### config.mk
export PLATFORM = sky130hd
export DESIGN_NAME = mm_mac
export DESIGN_NICKNAME = d
export VERILOG_FILES = /design/src/design/mm_pkg.sv /design/src/design/mm_mac.sv
export SDC_FILE = /design/constraint.sdc
export NUM_CORES = 2
export LEC_CHECK = 0
export BUFFER_PORTS_ARGS = -buffer_cell sky130_fd_sc_hd__buf_2
export CORE_ASPECT_RATIO = 0.5
export CORE_MARGIN = 2
export CORE_UTILIZATION = 57
export CTS_CLUSTER_DIAMETER = 100
export DETAILED_ROUTE_END_ITERATION = 8
export GPL_ROUTABILITY_DRIVEN = 0
export MAX_ROUTING_LAYER = met4
export PLACE_DENSITY_LB_ADDON = 0.05
export SLEW_MARGIN = 15
export SYNTH_ARGS = -nofsm -noshare
export SYNTH_HDL_FRONTEND = slang
export SYNTH_SLANG_ARGS = --single-unit
### constraint.sdc
create_clock -name clock -period 13.85 [get_ports clock]
set_input_delay 4.155 -clock clock [delete_from_list [all_inputs] [get_ports clock]]
set_output_delay 4.155 -clock clock [all_outputs]
set_load 0.005 [all_outputs]
### src/design/mm_pkg.sv
package mm_pkg;

   localparam int DEF_MAX_DIM   = 8;
   localparam int DEF_FRAC_BITS = 16;

   localparam int ELEM_W  = 32;
   localparam int DIM_W   = 4;
   localparam int INDEX_W = 3;

   localparam logic [DIM_W-1:0] DIM_RESET = 4'd8;

   // request codes
   localparam logic [1:0] REQ_LOAD_A = 2'd0;
   localparam logic [1:0] REQ_LOAD_B = 2'd1;
   localparam logic [1:0] REQ_START  = 2'd2;

   // configuration register indexes
   localparam logic [1:0] CSR_ROWS_A    = 2'd0;
   localparam logic [1:0] CSR_INNER_DIM = 2'd1;
   localparam logic [1:0] CSR_COLS_B    = 2'd2;

   // sequencer to multiply-accumulate unit
   typedef struct packed {
      logic valid;  // operands read this cycle
      logic fin;    // last term of the current element
      logic clear;  // zero the accumulator
   } mm_ctl_type;

endpackage

### src/design/mm_mac.sv
module mm_mac
   import mm_pkg::*;
#(
   parameter int MAX_DIM   = DEF_MAX_DIM,
   parameter int FRAC_BITS = DEF_FRAC_BITS
) (
   input  logic              clock,
   input  logic              reset,
   input  mm_ctl_type        ctl,
   input  logic [ELEM_W-1:0] a_data,
   input  logic [ELEM_W-1:0] b_data,
   output logic              done,
   output logic [ELEM_W-1:0] value,
   output logic              saturated
);

   // room for the exact sum of MAX_DIM full products
   localparam int ACC_W = 2 * ELEM_W + ((MAX_DIM > 1) ? $clog2(MAX_DIM) : 0) + 1;

   logic                        v1_ff, f1_ff, v2_ff, f2_ff, f3_ff;
   logic signed [2*ELEM_W-1:0]  prod_ff;
   logic signed [ACC_W-1:0]     acc_ff, acc_in;
   logic signed [ACC_W-1:0]     shifted;
   logic [ACC_W-1:ELEM_W-1]     top_bits;
   logic                        fits;

   // stage 1 tags travel with the registered RAM read data
   always_ff @(posedge clock) begin
      if (reset) begin
         v1_ff <= 1'b0;
         f1_ff <= 1'b0;
         v2_ff <= 1'b0;
         f2_ff <= 1'b0;
         f3_ff <= 1'b0;
      end else begin
         v1_ff <= ctl.valid;
         f1_ff <= ctl.fin;
         v2_ff <= v1_ff;
         f2_ff <= f1_ff;
         f3_ff <= f2_ff;
      end
   end

   always_ff @(posedge clock) begin
      prod_ff <= $signed(a_data) * $signed(b_data);
      acc_ff  <= acc_in;
   end

   always_comb begin
      acc_in = acc_ff;
      if (ctl.clear) begin
         acc_in = '0;
      end else if (v2_ff) begin
         acc_in = acc_ff + ACC_W'(prod_ff);
      end
   end

   assign shifted  = acc_ff >>> FRAC_BITS;
   assign top_bits = shifted[ACC_W-1:ELEM_W-1];
   assign fits     = (&top_bits) || !(|top_bits);

   always_comb begin
      if (fits) begin
         value = shifted[ELEM_W-1:0];
      end else if (shifted[ACC_W-1]) begin
         value = {1'b1, {(ELEM_W-1){1'b0}}};
      end else begin
         value = {1'b0, {(ELEM_W-1){1'b1}}};
      end
   end

   assign saturated = !fits;
   assign done      = f3_ff;

endmodule

**After elaboration in Yosys (flattened, before gate mapping)**

Cells that the tools add are included.

- Register bits: 137
- Bits of input ports: 69
- Output and inout bits: 34
- Logic and storage cells: 16

- Add/sub/neg operators: 1
- $mul: 1
- Muxes and demuxes: 2
- Reduce and logical (&&, ||, !) cells: 5

Operators with widths:

| operator | number |
|---|---|
| 68-bit by 64-bit adder with 68-bit output | 1 |
| 32-bit by 32-bit multiplier with 64-bit output | 1 |
| 32-bit two-way mux | 2 |
| 21-bit AND reduction | 1 |
| 21-bit OR reduction | 1 |
| 1-bit zero test | 2 |
| 1-bit logical OR | 1 |

**Longest topological paths before layout**

- Depth after elaboration: 4
- Mapped depth: 29
- Gate-level depth less buffers: 27

**Worst setup path before layout**

OpenSTA, ideal clock, no wires.

- Path kind: input to register
- From: in a_data[31]
- To: reg prod_ff[61]
- Setup time: 0.120 ns
- Arrival: 11.288 ns
- Required time: 13.730 ns
- Slack: 2.442 ns
- Stages: 27
- Buffers on the path: 1
- Path through: clkbuf_1 > nand2_1 > inv_1 > fa_1 > inv_1 > fa_1 > inv_1 > fa_1 > fa_1 > inv_1 > fa_1 > inv_1 > fa_1 > inv_1 > fa_1 > inv_1 > fa_1 > ha_1 > a21oi_1 > nor2b_1 > o21ai_0 > nand2b_1 > a21o_1 > a21o_1 > a221o_1 > a21o_1 > xor2_1

- Longest elaborated chain between the ends: 1

RTL lines:

| item | RTL line | text |
|---|---|---|
| start, declared | mm_mac.sv:10 | `input logic [ELEM_W-1:0] a_data,` |
| 32-bit by 32-bit multiplier with 64-bit output | mm_mac.sv:45 | `prod_ff <= $signed(a_data) * $signed(b_data);` |
| end signal, assigned | mm_mac.sv:45 |  |
| end, declared | mm_mac.sv:21 | `logic signed [2*ELEM_W-1:0] prod_ff;` |

Every way passes these cells.
A chain may end at the register's enable or synchronous reset.

**Final worst setup path**

- From: in b_data[8]
- To: reg prod_ff[62]

- Longest elaborated chain between the ends: 1

RTL lines:

| item | RTL line | text |
|---|---|---|
| start, declared | mm_mac.sv:11 | `input logic [ELEM_W-1:0] b_data,` |
| 32-bit by 32-bit multiplier with 64-bit output | mm_mac.sv:45 |  |

Every way passes these cells.

==> qor.yml <==
clkSinkCount: 137
arrival_ns: 12.46
dp_hpwl_mm: 92.6
detail-route-antenna-nets: 0
dr.pass1.iters: 6
synth_top_family_by_area: "adder cells"
rsz0062_at_grt: "false"
ys_types: 80
stdcell_area_sq_um: 45700
period_share_pct: 86.9
tns_ns: 0
worstHoldPathType: "flop to flop"
via_per_inst: 5.62
startpoint_type: "primary input"
chipWidth_microns: 397
avgSynthCellArea_sq_um: 9.27
grt_use_total_pct: 31.6
cpMostUsedCell: "fa_1"
synthTopCellsByArea: "fa_1, inv_1, and2_1, ha_1, dfxtp_1"
ys_ff_latch: 137
cts_resized: 0
drtIter0Drc: 2280
drt-total-wl_mm: 114
finalClockSkew_ns: 0.0218
postCtsSetupBuffers: 0
synth_fa_ha_area_share_pct: 56.4
drc: 0
synth_top_area_share_pct: 49.2
yosysTopAreaCell: "fa_1"
grt_max_degree: 42
status: "finished, final reports clean"
start_util_pct: 58.1
cp_max_fo: 32
maxCapViolCount: 0
first_global_vias: 35050
grt_pass1_wl_mm: 191
synth_edf_count: 0
core-area_sq_um: 75800
row_count: 71
syn_inst: 4747
grt-ovfl-total: 0
ctsHtreeMaxLevel: 4
cts_made_buffers: 25
critical_path_required_ns: 14.28
cts_buffer_depth: 3
wl_per_cell_microns: 20.1
fin_crit_ns: 12.03
cts_tree: "done"
io-pin-count: 103
cp_slowest_stage_delay_ns: 0.70
final_hold_viol_count: 0
ys_seq_area_share_pct: 6.23
synth_nets: 6150
antenna_found_initial: 5
cts_hold_buffers: 0
tightest_slew_ns: 1.16
muxShareOfSynthArea_pct: 1.09
die_area_sq_um: 79600
area_delta_synth_final_pct: 3.90
max_freq_mhz: 83.1
setup_viol: 0
die_y_microns: 201
synth_compound_area_share_pct: 7.44
synth_xor_area_share_pct: 2.65
dpl_cell_area_sq_um: 45000
async_flop_share_pct: 0
slew_headroom_pct: 22.1
worstSetupPathType: "primary input to flop"
ys.flop_type: "dfxtp_1"
drive_above_1_share_pct: 4.15
nets: 6052
portBuffers: 102
synthSimpleGateAreaFrac_pct: 15.6
clk_pin_slew_ns: 0.06
ys_warn_count: 0
vias: 31906
slowest_stage: "buf_2"
synth_area_sq_um: 44000
root_buffer: "clkbuf_16"
clk-insertion-delay-late_ns: 0.49
end_kind: "flop"
drv_slew: 0
## final timing paths
kind              slack, ns         from  cells past startpoint     endpoint
setup / recovery       1.82    b_data[8]                     26  prod_ff[62]
hold / removal         0.44        f2_ff                      1         done
setup reg to reg       9.79  prod_ff[10]                     11   acc_ff[51]
hold reg to reg        0.44        f2_ff                      1         done
## metal layers
layer / track usage (%) / share of wire, % / vias to the layer above
li1: - / - / 13995
met1: 41.8 / 42 / 16617
met2: 51.2 / 48 / 1081
met3: 5.00 / 6.8 / 213
met4: 8.04 / 2.9 / 0
met5: - / 0 / -
## worst max-delay path, delay by kind of cell
family          cells  cell delay (ns)
fa+ha+maj           9             4.43
compound gates     10             2.44
buf+inv             5             0.94
simple gates        1             0.27
xor+xnor            1             0.15
## sequential cells by signal, indices dropped and copies added, names as in the netlist
signal and count:
f1_ff 1, v1_ff 1, done 1, acc_ff 68
v2_ff 1, f2_ff 1, prod_ff 64
## area by class of cell
class                           instances  area [sq um]
Multi-Input combinational cell       3367         36600
Fill cell                            6661         30000
Inverter                              996          3740
Sequential cell                       137          2750
Tap cell                             1022          1280
Clock buffer                           29           681
Timing Repair Buffer                  122           661
Clock inverter                          3          17.5
Antenna cell                            2          5.00
## cell usage after synthesis, types with 6 or more instances
library cell     n
fa_1          1083
inv_1          996
nand2_1        558
and2_1         525
ha_1           251
clkbuf_1       232
nor2_1         140
dfxtp_1        137
a21oi_1        123
a21o_1         114
xnor2_1         85
o21ai_0         69
mux2i_1         48
xor2_1          48
nand3_1         28
nand4_1         26
nand2b_1        22
o21bai_1        22
nor2b_1         20
a211oi_1        19
o21a_1          13
and3_1          12
o21ai_1         11
buf_2           10
a31oi_1          8
and4_1           8
o22ai_1          8
a221o_1          7
nor3_1           7
nor4_1           7
o211ai_1         7
or2_2            6
or3_1            6
## placed cells by master, fill, tap and decap left out, drive strengths merged, types with 6 or more instances in the layout
cell,instances
a211oi,19
a21o,114
a21oi,126
a221o,7
a31oi,11
a41oi,6
and2,525
and3,12
and4,8
buf,122
clkbuf,29
dfxtp,137
fa,1083
ha,251
inv,996
mux2i,48
nand2,559
nand2b,22
nand3,28
nand4,26
nor2,140
nor2b,20
nor3,8
nor4,7
o211ai,8
o21a,13
o21ai,83
o21bai,23
o22ai,8
o31ai,6
or2,6
or3,6
xnor2,85
xor2,48
## kinds of logic after synthesis
kind of cell             Yosys count
AND/OR/NAND/NOR                 1376
multiplexers                      48
AO/OA/AOI/OAI                    476
XOR/XNOR                         133
adder cells (fa/ha/maj)         1334
buffers and inverters           1243
flip-flops                       137
## per-stage QoR
stage / hold WS, ns / util, % / std cells / worst slack [ns]
2_1_floorplan: 0.414 / - / 4747 / 2.44
3_3_place_gp: 0.419 / 59.4 / 5644 / 1.47
3_5_place_dp: 0.433 / 59.4 / 5644 / 1.36
4_1_cts: 0.446 / 60.4 / 5676 / 1.85
5_1_grt: 0.463 / 60.4 / 5677 / 1.31
6_report: 0.439 / 60.4 / 5678 / 1.82
Power is left out: the tool's default activity adds up to more than one toggle a clock period on the data nets, which glitch-free logic cannot reach.
