[config.mk]
export PLATFORM = sky130hd
export DESIGN_NAME = mm_ram
export DESIGN_NICKNAME = d
export VERILOG_FILES = /design/src/design/mm_pkg.sv /design/src/design/mm_ram.sv
export SDC_FILE = /design/constraint.sdc
export NUM_CORES = 2
export LEC_CHECK = 0
export BUFFER_PORTS_ARGS = -buffer_cell sky130_fd_sc_hd__buf_2
export CAP_MARGIN = 30
export CORE_MARGIN = 3
export CORE_UTILIZATION = 48
export DETAILED_ROUTE_END_ITERATION = 8
export HOLD_SLACK_MARGIN = 0.05
export PLACE_DENSITY = 0.74
export SYNTH_ARGS = -nofsm -noshare
export SYNTH_HDL_FRONTEND = slang
export SYNTH_SLANG_ARGS = --single-unit
export TNS_END_PERCENT = 1
[constraint.sdc]
create_clock -name clock -period 4.4 [get_ports clock]
set_input_delay 0.88 -clock clock [delete_from_list [all_inputs] [get_ports clock]]
set_output_delay 0.88 -clock clock [all_outputs]
set_load 0.01 [all_outputs]
[src/design/mm_pkg.sv]
package mm_pkg;

   localparam int DEF_MAX_DIM   = 8;
   localparam int DEF_FRAC_BITS = 16;

   localparam int ELEM_W  = 32;
   localparam int DIM_W   = 4;
   localparam int INDEX_W = 3;

   localparam logic [DIM_W-1:0] DIM_RESET = 4'd8;

   // request codes
   localparam logic [1:0] REQ_LOAD_A = 2'd0;
   localparam logic [1:0] REQ_LOAD_B = 2'd1;
   localparam logic [1:0] REQ_START  = 2'd2;

   // configuration register indexes
   localparam logic [1:0] CSR_ROWS_A    = 2'd0;
   localparam logic [1:0] CSR_INNER_DIM = 2'd1;
   localparam logic [1:0] CSR_COLS_B    = 2'd2;

   // sequencer to multiply-accumulate unit
   typedef struct packed {
      logic valid;  // operands read this cycle
      logic fin;    // last term of the current element
      logic clear;  // zero the accumulator
   } mm_ctl_type;

endpackage

[src/design/mm_ram.sv]
module mm_ram
   import mm_pkg::*;
#(
   parameter int DEPTH = DEF_MAX_DIM * DEF_MAX_DIM,
   parameter int AW    = (DEPTH > 1) ? $clog2(DEPTH) : 1
) (
   input  logic              clock,
   input  logic              wr_en,
   input  logic [AW-1:0]     wr_addr,
   input  logic [ELEM_W-1:0] wr_data,
   input  logic [AW-1:0]     rd_addr,
   output logic [ELEM_W-1:0] rd_data
);

   logic [ELEM_W-1:0] mem_ff [DEPTH];
   logic [ELEM_W-1:0] rd_data_ff;

   always_ff @(posedge clock) begin
      if (wr_en) begin
         mem_ff[wr_addr] <= wr_data;
      end
      rd_data_ff <= mem_ff[rd_addr];
   end

   assign rd_data = rd_data_ff;

endmodule

* Word level (Yosys, flattened, before mapping)
Memory sizes are Yosys's and may differ from the RTL's. A register that Yosys moved wholly into a read port is not among the register bits.
Index checks and enable logic that the tools add are counted.
** Cells by class
- Bitwise logic cells :: 0
- Shift operators :: 0
- Eq/ne operators :: 0
- Reduce and logical (&&, ||, !) cells :: 0
- $lt $le $gt $ge :: 0
- Divide/modulo/power cells :: 0
- Muxes and demuxes :: 2
- $add $sub $neg :: 0
- $mul :: 0
** Operator list (count)
- two-way mux 1 bit :: 2
** Word-level totals
- Memories :: 1
- Input bits :: 46
- Memory bits (read-only) :: 0
- Bits in registers :: 0
- Output and inout bits :: 32
- Logic and storage cells :: 3
- Bits in latches :: 0
- Bits in writable memories :: 2048
** Memories
- mem_ff :: depth 64, bits a word 32, read ports 1, clocked after memory_dff 1, wr ports 1, RTL line mm_ram.sv:15 : logic [ELEM_W-1:0] mem_ff [DEPTH];

* Logic depth before layout (Yosys ltp)
- Depth after elaboration :: 2
- Mapped depth :: 10
- Gate-level depth less buffers :: 5

* Least setup slack after synthesis
Ideal clock, no wire load.
- Path kind :: input to register
- From :: input port wr_addr[3]
- To :: memory mem_ff[48][0] (enable)
- Arrival :: 3.579 ns
- Path slack :: 0.360 ns
- Path buffers :: 1
- Cell stages on the path :: 4
- Cells stage by stage :: clkbuf_1 -> nor2b_1 -> nand4b_1 -> nor3_1
** RTL lines
- start, declared :: RTL line mm_ram.sv:9 : input logic [AW-1:0] wr_addr,
- end, declared :: RTL line mm_ram.sv:15
Straight into the memory's write port.

==> impl_metrics.ini <==
[synthesis]
mappedNetlistArea_sq_mm = 0.07852
synth-async-reset-ratio_pct = 0
yosys_warnings = 0
synth_edf_count = 2048
syn_area_per_cell_sq_um = 23.62
yosys_most_used_dff = sky130_fd_sc_hd__edfxtp_1
register_bit_total_from_synthesis = 2080
synth_cell_types = 34
seq_area_frac_synth_pct = 79.14
post_synth_inst_count = 3324
mappedNetlistNets = 3370

[power_and_ir_drop]
powerDensity_mw_per_mm2 = 447.2
leakagePower_nw = 27.90
max-vdd-ir-drop_uv = 451.6

[timing]
finalSetupViolations = 0
drv_slew = 0
final.period_utilization_pct = 70.42
max_freq_mhz = 322.8
slew_headroom_pct = 33.63
timing_hold_violations_final = 0
worst_slew_pin_slew_ns = 0.9928
layout_min_cycle_time_ns = 3.098
grt_setup_unrepaired = false
timing.clock.skew_ns = 0.03216
final_setup_tns_ns = 0

[worst_setup_path]
worstPathArrival_ns = 3.77
r2r_setup_slack_ns = 2.08
path_class = in2reg
timing.critical_path.fanout_max = 59
timing.critical_path.mode_cell = sky130_fd_sc_hd__mux4_2
highest_cell_delay_on_the_worst_timing_path_ns = 0.62
critPathSlowestCell = sky130_fd_sc_hd__o22ai_1
setup.worst_path.end_class = flip-flop
critical_path_required_ns = 5.08
rr_endpoint = rd_data[1]
rr_worst_depth = 4
timing.rr.start = mem_ff[26][1]
critical_path_buf_inv_count = 2
largest_delay_contributor_family_on_the_critical_path = multiplexers
startpoint_type = primary input
worstPathCellList = buf_8 -> buf_12 -> mux4_2 -> mux4_2 -> o22ai_1 -> nor2_1

[clocking]
cts.root.buffer_cell = sky130_fd_sc_hd__clkbuf_16
tritoncts = yes
clock_insertion_delay_worst_skew_ns = 0.84
post_cts_hold_buffer_count = 0
postCtsSetupRepairBufs = 0
clock_sink_count = 2080
clk_path_buf_depth = 3
cts.reportedPaths.clkPinSlew_ns = 0.06
h_tree_level_count = 4
cts.repair.resized = 0
numCtsBuffers = 190

[hold_path]
holdCritStartpoint = wr_data[31]
worst_hold_class = in2reg
worst_hold_path.num_cells = 1
hold-path-endpoint = mem_ff[33][31]

[finish]
flow.area_growth_from_synthesis_pct = 13.92
finalCoreUtilization_pct = 55.39
nets = 3687
ff_latch_area_sq_mm = 0.06214
layout_cells_sized_above_1_pct = 30.83
multiInputGateArea_sq_mm = 0.01597
final.fill_count = 11610

[global_routing]
number_of_antenna_violations_at_the_first_check_in_global_routing = 25
grt_pass1_wl_um = 287100
global_route.usage.total_pct = 23.98
maximum_number_of_pins_on_one_net_before_global_route_repair = 65
first_global_vias = 38720
grt.overflow.total = 0

[detailed_routing]
routed_wire_length_per_instance_um = 33.54
route.antenna.remaining_nets = 0
total_via_count_after_detailed_routing = 38260
initialDrtViolationCount = 5882
detail_route.first_pass.iterations = 5
drcViolationCount = 0
totalWireLength_um = 200400
avgViaCountPerCell = 6.402

[die]
floorplan.rows = 147
floorplan.initialDensity_pct = 48.62
die_w_um = 410.4
io_pins = 78
die_area_sq_mm = 0.1685
floorplan.die.height_um = 410.4
core-area_sq_mm = 0.1615

[place]
detailed_place_hpwl_um = 115700
quantity_of_i_o_buffers_inserted_on_ports = 77
gp_congestion = 0.8252

[flow_run]
max_cap_viol_count = 0

[outcome]
run_status = finished clean
synth_stat cells, drive strengths merged, types with 4 or more instances:
cell / count / area (sq um)
o32ai: 4 / 35.03
a21oi: 62 / 310.3
buf: 108 / 608.1
nor2: 137 / 514.2
nor2b: 15 / 93.84
nand2b: 8 / 50.05
nor3: 7 / 35.03
o221ai: 27 / 236.5
or3b: 5 / 43.80
mux4: 544 / 12250
a311oi: 8 / 70.07
o22ai: 84 / 525.5
a41o: 4 / 40.04
edfxtp: 2048 / 61500
clkbuf: 74 / 277.8
nand3: 5 / 25.02
a22oi: 12 / 90.09
mux2i: 93 / 930.9
dfxtp: 32 / 640.6
and3: 4 / 25.02
nand3b: 5 / 37.54
nand2: 26 / 97.59
layout make-up:
class	count	area share, %
Antenna cell	14	0.03917
Clock inverter	89	0.8211
Tap cell	2160	3.021
Clock buffer	264	5.844
Multi-Input combinational cell	1062	17.85
Timing Repair Buffer	307	2.952
Sequential cell	2080	69.47
per-stage QoR:
stage	hold WS (ns)	area, sq um	std cells	power (mW)	setup WS (ns)
6_report	0.3247	89450	5976	40.00	1.302
5_1_grt	0.3034	89420	5967	41.03	1.171
4_1_cts	0.3496	89330	5958	40.18	1.348
3_5_place_dp	0.7395	83370	5605	24.53	0.4720
3_3_place_gp	0.7255	83120	5593	24.47	0.4173
2_1_floorplan	0.6632	78520	3324	23.48	0.3602
flip-flops by register name, summed over array words and instances, names as in the netlist:
signal / cells
mem_ff: 2048
rd_data: 32
worst register-to-register path, stage by stage, from the launching register on:
cell and delay [ns]:
sky130_fd_sc_hd__edfxtp_1 0.41, sky130_fd_sc_hd__mux4_2 0.50, sky130_fd_sc_hd__mux4_2 0.53, sky130_fd_sc_hd__o22ai_1 0.62
sky130_fd_sc_hd__nor2_1 0.12
worst max-delay path by stage:
stage	from	to	slack [ns]	depth (start not counted)
5_1_grt	rd_addr[0]	rd_data[1]	1.17	6
4_1_cts	rd_addr[0]	rd_data[1]	1.35	6
2_1_floorplan	wr_addr[3]	mem_ff[48][0]	0.36	4
3_3_place_gp	rd_addr[0]	rd_data[9]	0.42	6
3_5_place_dp	rd_addr[0]	rd_data[1]	0.47	6
6_report	rd_addr[0]	rd_data[1]	1.30	6
placed cells by master (no fill, tap or decap), types with 5 or more instances in the layout:
master	netlist	routed
sky130_fd_sc_hd__clkbuf_1	74	59
sky130_fd_sc_hd__bufinv_16	0	9
sky130_fd_sc_hd__clkbuf_8	0	11
sky130_fd_sc_hd__nand2b_1	8	7
sky130_fd_sc_hd__dfxtp_1	32	32
sky130_fd_sc_hd__nor2_1	137	75
sky130_fd_sc_hd__nor2_4	0	62
sky130_fd_sc_hd__nor3_1	7	5
sky130_fd_sc_hd__o22ai_1	84	84
sky130_fd_sc_hd__buf_12	0	38
sky130_fd_sc_hd__buf_2	57	73
sky130_fd_sc_hd__nor2b_1	15	15
sky130_fd_sc_hd__diode_2	0	14
sky130_fd_sc_hd__a21oi_1	62	62
sky130_fd_sc_hd__inv_6	0	5
sky130_fd_sc_hd__o221ai_1	27	27
sky130_fd_sc_hd__clkinv_8	0	5
sky130_fd_sc_hd__nand3_1	5	5
sky130_fd_sc_hd__mux4_2	544	544
sky130_fd_sc_hd__nand2_1	26	26
sky130_fd_sc_hd__clkinv_1	0	42
sky130_fd_sc_hd__buf_4	25	192
sky130_fd_sc_hd__edfxtp_1	2048	2048
sky130_fd_sc_hd__mux2i_1	93	93
sky130_fd_sc_hd__a311oi_1	8	8
sky130_fd_sc_hd__nand3b_1	5	5
sky130_fd_sc_hd__clkinv_2	0	22
sky130_fd_sc_hd__a22oi_1	12	12
sky130_fd_sc_hd__clkbuf_16	0	194
routing by layer:
metal	share of wire (%)	vias up	wire length [um]	global-route usage [%]
li1	-	14910	-	-
met1	37	20360	74370	33.86
met2	47	2562	94950	36.56
met3	12	412	23600	5.683
met4	3.7	10	7450	9.444
met5	0.034	-	69	0
power breakdown:
part	total, mW	internal, mW	switching (mW)
Sequential	22.0	21.9	0.0952
Combinational	2.10	0.807	1.30
Clock	15.9	8.84	7.04
Total	40.0	31.6	8.43
kinds of logic after synthesis:
| kind of cell | synth area share, % |
|---|---|
| buffers and inverters | 1.128 |
| flip-flops | 79.14 |
| AO/OA/AOI/OAI | 1.673 |
| multiplexers | 16.79 |
| AND/OR/NAND/NOR | 1.265 |
(Power assumes the default switching activity.)
